[src/hw/rtl/ufi_pkg.sv]
// Package with types and constants of the UART frame ingest ring FIFO.
`timescale 1ns / 1ps

package ufi_pkg;

  localparam int unsigned RING_DEPTH_DEF = 256;
  localparam int unsigned MAX_FRAME_DEF  = 64;

  localparam logic [7:0]  SYNC_HI   = 8'h55;
  localparam logic [7:0]  SYNC_LO   = 8'haa;
  localparam logic [15:0] NO_SYNC   = 16'hffff;
  localparam logic [15:0] SYNC_WORD = 16'h55aa;
  localparam logic [15:0] LEN_MAX   = 16'hffff;

  typedef enum logic [1:0] {
    OP_BYTE  = 2'd0,
    OP_POP   = 2'd1,
    OP_FLUSH = 2'd2,
    OP_EMPTY = 2'd3
  } opcode_t;

  typedef enum logic [1:0] {
    STAT_OK       = 2'd0,
    STAT_EMPTY    = 2'd1,
    STAT_OVERFLOW = 2'd2
  } status_t;

  typedef enum logic {
    ST_IDLE = 1'b0,
    ST_READ = 1'b1
  } state_t;

  typedef struct packed {
    logic [1:0] opcode;
    logic [7:0] data_byte;
    logic       last;
  } in_beat_t;

  typedef struct packed {
    logic [7:0]  read_byte;
    logic        read_ok;
    logic        frame_done;
    logic [1:0]  frame_status;
    logic [15:0] frame_count;
    logic [15:0] byte_count;
    logic [15:0] last_length;
    logic [15:0] first_word;
    logic [15:0] sync_offset;
    logic [15:0] sync_word;
    logic [7:0]  queue_length;
  } out_beat_t;

endpackage

[src/hw/rtl/uart_frame_ingest_ring_fifo.sv]
// Latency: result registered the cycle after acceptance; a held-byte pop goes via ST_READ.
// Throughput: one beat per cycle while not stalled by out_stall or the ST_READ state.
// The ring is one byte-wide memory with one registered read; it is never cleared.
// Reset (synchronous, active low) zeroes pointers, counters and reported fields,
// sets the sync offsets to all ones and clears the output valid; out_data is not reset.
`timescale 1ns / 1ps

module uart_frame_ingest_ring_fifo #(
  parameter int unsigned RING_DEPTH = ufi_pkg::RING_DEPTH_DEF,
  parameter int unsigned MAX_FRAME  = ufi_pkg::MAX_FRAME_DEF
) (
  input  logic                clk,
  input  logic                rst_n,
  input  logic                in_valid,
  output logic                in_stall,
  input  ufi_pkg::in_beat_t   in_data,
  output logic                out_valid,
  input  logic                out_stall,
  output ufi_pkg::out_beat_t  out_data
);

  localparam int unsigned AW = $clog2(RING_DEPTH);
  localparam logic [15:0] MAX_LEN = 16'(MAX_FRAME);

  logic [7:0] ring_mem [RING_DEPTH];

  ufi_pkg::state_t state_r, state_nxt;

  logic [AW-1:0] rd_ptr_r, rd_ptr_nxt;
  logic [AW-1:0] wr_ptr_r, wr_ptr_nxt;
  logic [AW-1:0] stg_ptr_r, stg_ptr_nxt;
  logic [15:0]   pos_r, pos_nxt;
  logic [7:0]    prev_r, prev_nxt;
  logic [15:0]   stg_first_r, stg_first_nxt;
  logic [15:0]   stg_sync_r, stg_sync_nxt;
  logic [15:0]   frame_cnt_r, frame_cnt_nxt;
  logic [15:0]   byte_tot_r, byte_tot_nxt;
  logic [1:0]    status_r, status_nxt;
  logic [15:0]   rep_len_r, rep_len_nxt;
  logic [15:0]   rep_first_r, rep_first_nxt;
  logic [15:0]   rep_sync_r, rep_sync_nxt;
  logic [15:0]   rep_word_r, rep_word_nxt;
  logic          out_valid_r, out_valid_nxt;
  ufi_pkg::out_beat_t out_data_r, out_data_nxt;
  logic [7:0]    rd_data_r;

  logic          accept;
  logic          mem_we;
  logic          mem_re;
  logic [AW-1:0] used;
  logic [15:0]   pos_inc;
  logic          done;
  logic          ok;

  assign in_stall  = (state_r != ufi_pkg::ST_IDLE) || (out_valid_r && out_stall);
  assign accept    = in_valid && !in_stall;
  assign out_valid = out_valid_r;
  assign out_data  = out_data_r;
  assign used      = stg_ptr_r - rd_ptr_r;
  assign pos_inc   = (pos_r != ufi_pkg::LEN_MAX) ? pos_r + 16'd1 : pos_r;

  always_comb begin
    rd_ptr_nxt    = rd_ptr_r;
    wr_ptr_nxt    = wr_ptr_r;
    stg_ptr_nxt   = stg_ptr_r;
    pos_nxt       = pos_r;
    prev_nxt      = prev_r;
    stg_first_nxt = stg_first_r;
    stg_sync_nxt  = stg_sync_r;
    frame_cnt_nxt = frame_cnt_r;
    byte_tot_nxt  = byte_tot_r;
    status_nxt    = status_r;
    rep_len_nxt   = rep_len_r;
    rep_first_nxt = rep_first_r;
    rep_sync_nxt  = rep_sync_r;
    rep_word_nxt  = rep_word_r;
    mem_we        = 1'b0;
    mem_re        = 1'b0;
    done          = 1'b0;
    ok            = 1'b0;
    if (accept) begin
      case (ufi_pkg::opcode_t'(in_data.opcode))
        ufi_pkg::OP_BYTE: begin
          if ((pos_r < MAX_LEN) && (used != {AW{1'b1}})) begin
            mem_we      = 1'b1;
            stg_ptr_nxt = stg_ptr_r + AW'(1);
          end
          if (pos_r == 16'd0) begin
            stg_first_nxt = {in_data.data_byte, 8'h00};
          end else if (pos_r == 16'd1) begin
            stg_first_nxt = {stg_first_r[15:8], in_data.data_byte};
          end
          if ((stg_sync_r == ufi_pkg::NO_SYNC) && (pos_r != 16'd0) && (pos_r < MAX_LEN) &&
              (prev_r == ufi_pkg::SYNC_HI) && (in_data.data_byte == ufi_pkg::SYNC_LO)) begin
            stg_sync_nxt = pos_r - 16'd1;
          end
          prev_nxt = in_data.data_byte;
          pos_nxt  = pos_inc;
          if (in_data.last) begin
            done          = 1'b1;
            frame_cnt_nxt = frame_cnt_r + 16'd1;
            rep_len_nxt   = pos_inc;
            if (pos_inc > MAX_LEN) begin
              stg_ptr_nxt   = wr_ptr_r;
              status_nxt    = ufi_pkg::STAT_OVERFLOW;
              rep_first_nxt = 16'd0;
              rep_sync_nxt  = ufi_pkg::NO_SYNC;
              rep_word_nxt  = 16'd0;
            end else begin
              wr_ptr_nxt    = stg_ptr_nxt;
              byte_tot_nxt  = byte_tot_r + pos_inc;
              status_nxt    = ufi_pkg::STAT_OK;
              rep_first_nxt = stg_first_nxt;
              rep_sync_nxt  = stg_sync_nxt;
              rep_word_nxt  = (stg_sync_nxt != ufi_pkg::NO_SYNC) ? ufi_pkg::SYNC_WORD : 16'd0;
            end
            pos_nxt       = 16'd0;
            prev_nxt      = 8'd0;
            stg_first_nxt = 16'd0;
            stg_sync_nxt  = ufi_pkg::NO_SYNC;
          end
        end
        ufi_pkg::OP_POP: begin
          if (wr_ptr_r != rd_ptr_r) begin
            mem_re     = 1'b1;
            ok         = 1'b1;
            rd_ptr_nxt = rd_ptr_r + AW'(1);
          end
        end
        ufi_pkg::OP_FLUSH: begin
          rd_ptr_nxt  = '0;
          wr_ptr_nxt  = '0;
          stg_ptr_nxt = '0;
        end
        ufi_pkg::OP_EMPTY: begin
          stg_ptr_nxt   = wr_ptr_r;
          pos_nxt       = 16'd0;
          prev_nxt      = 8'd0;
          stg_first_nxt = 16'd0;
          stg_sync_nxt  = ufi_pkg::NO_SYNC;
          done          = 1'b1;
          frame_cnt_nxt = frame_cnt_r + 16'd1;
          status_nxt    = ufi_pkg::STAT_EMPTY;
          rep_len_nxt   = 16'd0;
          rep_first_nxt = 16'd0;
          rep_sync_nxt  = ufi_pkg::NO_SYNC;
          rep_word_nxt  = 16'd0;
        end
        default: begin
        end
      endcase
    end
  end

  always_comb begin
    state_nxt     = state_r;
    out_valid_nxt = out_valid_r && out_stall;
    out_data_nxt  = out_data_r;
    case (state_r)
      ufi_pkg::ST_IDLE: begin
        if (accept) begin
          out_data_nxt.read_byte    = 8'd0;
          out_data_nxt.read_ok      = ok;
          out_data_nxt.frame_done   = done;
          out_data_nxt.frame_status = status_nxt;
          out_data_nxt.frame_count  = frame_cnt_nxt;
          out_data_nxt.byte_count   = byte_tot_nxt;
          out_data_nxt.last_length  = rep_len_nxt;
          out_data_nxt.first_word   = rep_first_nxt;
          out_data_nxt.sync_offset  = rep_sync_nxt;
          out_data_nxt.sync_word    = rep_word_nxt;
          out_data_nxt.queue_length = 8'(AW'(wr_ptr_nxt - rd_ptr_nxt));
          if (mem_re) begin
            state_nxt = ufi_pkg::ST_READ;
          end else begin
            out_valid_nxt = 1'b1;
          end
        end
      end
      ufi_pkg::ST_READ: begin
        out_data_nxt.read_byte = rd_data_r;
        out_valid_nxt          = 1'b1;
        state_nxt              = ufi_pkg::ST_IDLE;
      end
      default: begin
        state_nxt = ufi_pkg::ST_IDLE;
      end
    endcase
  end

  always_ff @(posedge clk) begin
    if (mem_we) begin
      ring_mem[stg_ptr_r] <= in_data.data_byte;
    end
    if (mem_re) begin
      rd_data_r <= ring_mem[rd_ptr_r];
    end
  end

  always_ff @(posedge clk) begin
    out_data_r <= out_data_nxt;
  end

  always_ff @(posedge clk) begin
    if (!rst_n) begin
      state_r     <= ufi_pkg::ST_IDLE;
      out_valid_r <= 1'b0;
      rd_ptr_r    <= '0;
      wr_ptr_r    <= '0;
      stg_ptr_r   <= '0;
      pos_r       <= 16'd0;
      prev_r      <= 8'd0;
      stg_first_r <= 16'd0;
      stg_sync_r  <= ufi_pkg::NO_SYNC;
      frame_cnt_r <= 16'd0;
      byte_tot_r  <= 16'd0;
      status_r    <= ufi_pkg::STAT_OK;
      rep_len_r   <= 16'd0;
      rep_first_r <= 16'd0;
      rep_sync_r  <= ufi_pkg::NO_SYNC;
      rep_word_r  <= 16'd0;
    end else begin
      state_r     <= state_nxt;
      out_valid_r <= out_valid_nxt;
      rd_ptr_r    <= rd_ptr_nxt;
      wr_ptr_r    <= wr_ptr_nxt;
      stg_ptr_r   <= stg_ptr_nxt;
      pos_r       <= pos_nxt;
      prev_r      <= prev_nxt;
      stg_first_r <= stg_first_nxt;
      stg_sync_r  <= stg_sync_nxt;
      frame_cnt_r <= frame_cnt_nxt;
      byte_tot_r  <= byte_tot_nxt;
      status_r    <= status_nxt;
      rep_len_r   <= rep_len_nxt;
      rep_first_r <= rep_first_nxt;
      rep_sync_r  <= rep_sync_nxt;
      rep_word_r  <= rep_word_nxt;
    end
  end

endmodule

[config.mk]
export PLATFORM = sky130hd
export DESIGN_NAME = uart_frame_ingest_ring_fifo
export DESIGN_NICKNAME = d
export VERILOG_FILES = /design/src/hw/rtl/ufi_pkg.sv /design/src/hw/rtl/uart_frame_ingest_ring_fifo.sv
export SDC_FILE = /design/constraint.sdc
export NUM_CORES = 2
export LEC_CHECK = 0
export BUFFER_PORTS_ARGS = -buffer_cell sky130_fd_sc_hd__buf_2
export CAP_MARGIN = 30
export CORE_UTILIZATION = 50
export CTS_CLUSTER_SIZE = 14
export DETAILED_ROUTE_END_ITERATION = 10
export HOLD_SLACK_MARGIN = 0.08
export PLACE_DENSITY_LB_ADDON = 0.2
export SYNTH_ARGS = -nofsm -noshare
export SYNTH_HDL_FRONTEND = slang
export SYNTH_SLANG_ARGS = --single-unit
[constraint.sdc]
create_clock -name clk -period 20.2 [get_ports clk]
set_input_delay 4.04 -clock clk [delete_from_list [all_inputs] [get_ports clk]]
set_output_delay 4.04 -clock clk [all_outputs]
set_load 0.01 [all_outputs]
==> results.tsv <==
metric	value	unit
status	finished clean	
Pre-Repair DR Iteration Count	6	
largest cells by area after synthesis	edfxtp_1 (70%), mux4_2 (7.0%), mux2i_1 (5.4%), dfxtp_1 (3.9%), o221ai_1 (2.3%)	
Reg2Reg Depth	11	
CTS H-tree depth	4	
combinational power share	2.8	%
die height	434.5	um
part of the power in registers	54.3	%
initial antenna violation count	11	
row count	158	
dominant register cell in the synthesized netlist	edfxtp_1	
CP endpoint kind	output pin	
unrepaired setup endpoints after global routing	false	
VDD IR-drop max	0.00009987	V
Overall Power	9.840	mW
capturing point of the worst reg2reg path	rd_data_r[6]	
setup_tns	0	ns
Max Slew Vio Count	0	
crit-path cells	buf_2, a21oi_1, inv_1, buf_2	
#FFs+latches synth	2352	
vias in the first global route	48700	
pre-CTS worst setup slack	11.52	ns
Max Clock Skew	0.03415	ns
GPL Wtd Cong	0.8782	
Hold Crit Class	reg2reg	
max frequency	0.1153	GHz
Largest delay share family, worst path	buffers and inverters	
Final ANT Viol Nets	0	
Post-Syn Area	0.09355	mm2
DIE WIDTH	434.5	um
Worst EP arrival	4.63	ns
top cells by count, synth	edfxtp_1 (2172), mux2i_1 (507), nor2_1 (430), mux4_2 (290), o221ai_1 (246)	
total CTS buffers	227	
CP startpoint kind	input port	
post-cts gate resize count	0	
residual DRC count	0	
Congestion Overflow GR	0	
Hold Violations, Final	0	
power share of the clock group	42.9	%
Clock Tree Buf Depth	3	
largest net degree at the start of global routing	175	
Clock Latency Late Sink	0.88	ns
syn nets	5482	
number of flops mapped to enable cells by yosys	2172	
crit-path max cell delay	0.25	ns
Net Sw Frac	20.64	%
CP Depth	4	
share of cells above drive strength 1	15.88	%
Clock transition at path regs	0.06	ns
Initial Util	50.39	%
final wirelength	235900	um
Hold Path Cell Cnt	2	
Pwr Density	94.18	mW/mm2
NumNets Final	5596	
slowest stage cell, crit path	a21oi_1	
first-pass GRT wire length	341800	um
Clk Tree Root Cell	clkbuf_16	
P&R area growth vs syn	11.69	%
routed len/inst	28.69	um
Synth area leader	edfxtp_1	
Most common cell on crit path	buf_2	
sw power	2.031	mW
yosys warns	0	
Worst Hold End	rep_first_r[10]	
Period minus WS final	8.674	ns
via count	50930	
Slew @ Worst Pin	1.304	ns
reg2reg setup slack	14.01	ns
gr usage total	24.98	%
Vias per Instance	6.195	
share of the synthesized area in the top cell type	69.72	%
IO Port Bufs	132	
Crit Path Max Fanout	3	
Internal	7.809	mW
DRT iter0 DRCs	6018	
Leak	32.27	nW
core footprint	0.1856	mm2
hold_sp	rep_first_r[10]	
final setup fails	0	
Worst Setup Slack, final	11.53	ns
top-count cell post-synth	edfxtp_1	
max_cap viols	0	
Fin Hold WS	0.4472	ns
WS Path Type	in2out	
CP bufs+invs	3	
Mean Syn Cell Area	17.25	um2
# fillers	13950	
Unique masters post-synth	87	
worst reg2reg path startpoint	rd_ptr_r[0]	
clock tree from TritonCTS	yes	
num ports	133	
post-DP HPWL	140300	um
Die ar.	0.1888	mm2
Clock Sinks	2352	
Worst slew margin	13.07	%
post-CTS setup buffers	0	
Data required, critical path	16.16	ns
post-synthesis async set-or-reset flop share	0	%
post-synthesis sequential area ratio	73.57	%
cts hold-fix bufs	0	
Post-Syn Instances	5422	
Tcrit/Tclk final	42.94	%
stage by stage:
step / instances / instance area, um2 / util [%]
finish: 8221 / 104500 / 56.29
global route: 8211 / 104500 / 56.27
CTS: 8204 / 104400 / 56.22
detailed placement: 7781 / 96950 / 52.23
global placement: 7776 / 96880 / 52.19
floorplan: 5422 / 93550 / -
power groups by stage:
stage	combinational [mW]	clock [mW]	sequential [mW]
2_1_floorplan	0.108	0	5.45
3_3_place_gp	0.273	0	5.45
3_5_place_dp	0.278	0	5.45
4_1_cts	0.278	4.27	5.35
5_1_grt	0.295	4.45	5.34
6_report	0.276	4.22	5.35
worst max path at each step:
| stage | start | endpoint | slack (ns) |
|---|---|---|---|
| finish | out_stall | in_stall | 11.53 |
| global route | out_stall | in_stall | 11.50 |
| CTS | out_stall | in_stall | 11.51 |
| detailed placement | out_stall | in_stall | 11.52 |
| global placement | out_stall | in_stall | 11.44 |
| floorplan | out_stall | out_data[7] | 11.04 |
logic make-up (layout without fill, tap and decap cells):
logic type                 count (synthesis)  count (layout)  synth area share [%]
other                                      0              11                     0
xor gates and xnor gates                  55              55                0.5296
adders and majority gates                 45              45                0.6259
buffers and inverters                    388             696                 1.695
AOI/OAI and AO/OA                        894             894                 6.704
DFF                                     2352            2352                 73.57
and+or+nand+nor                          887             887                 4.419
muxes                                    801             801                 12.45
metal layers:
layer	part of all wire (%)	track usage [%]
met5	0	0
met4	2.9	8.405
met3	7.7	4.435
met2	46	37.96
met1	43	36.62
worst reg2reg max path, stage by stage, from the launching register on:
cell      delay [ns]
dfxtp_4         0.79
buf_12          0.58
buf_4           0.75
buf_4           0.81
buf_4           0.80
mux4_2          0.68
mux4_2          0.50
nand2_1         0.08
o311ai_0        0.16
buf_4           0.22
a32oi_1         0.35
nand2_1         0.18
area by class of cell:
class	instances	area (um2)	area share [%]
antenna	11	27.53	0.02635
inverter	44	172.7	0.1653
multi-input combinational	2682	23260	22.26
clock inverter	136	1408	1.347
clock buffer	287	5998	5.741
tap	2480	3103	2.970
sequential	2352	68840	65.88
timing repair buffer	229	1678	1.606
sequential cells by signal (all words and copies together), names as in the netlist:
register and flops:
ring_mem 2048, out_data 116, byte_tot_r 16, frame_cnt_r 16, pos_r 16, rep_first_r 16
rep_len_r 16, rep_sync_r 16, rep_word_r 16, stg_first_r 16, stg_sync_r 16, prev_r 8
rd_data_r 8, rd_ptr_r 8, stg_ptr_r 8, wr_ptr_r 8, status_r 2, out_valid 1
state_r 1
cell usage in the layout, fill, tap and decap left out, drive strengths merged, types with 105 or more instances in the layout:
cell type  instances
nand2            171
a21oi            209
mux2i            507
o22ai            130
o221ai           246
edfxtp          2172
buf              226
nor2             431
clkbuf           290
mux4             290
dfxtp            180
o21ai            105
Note: power is estimated with default switching activity, not from simulation.
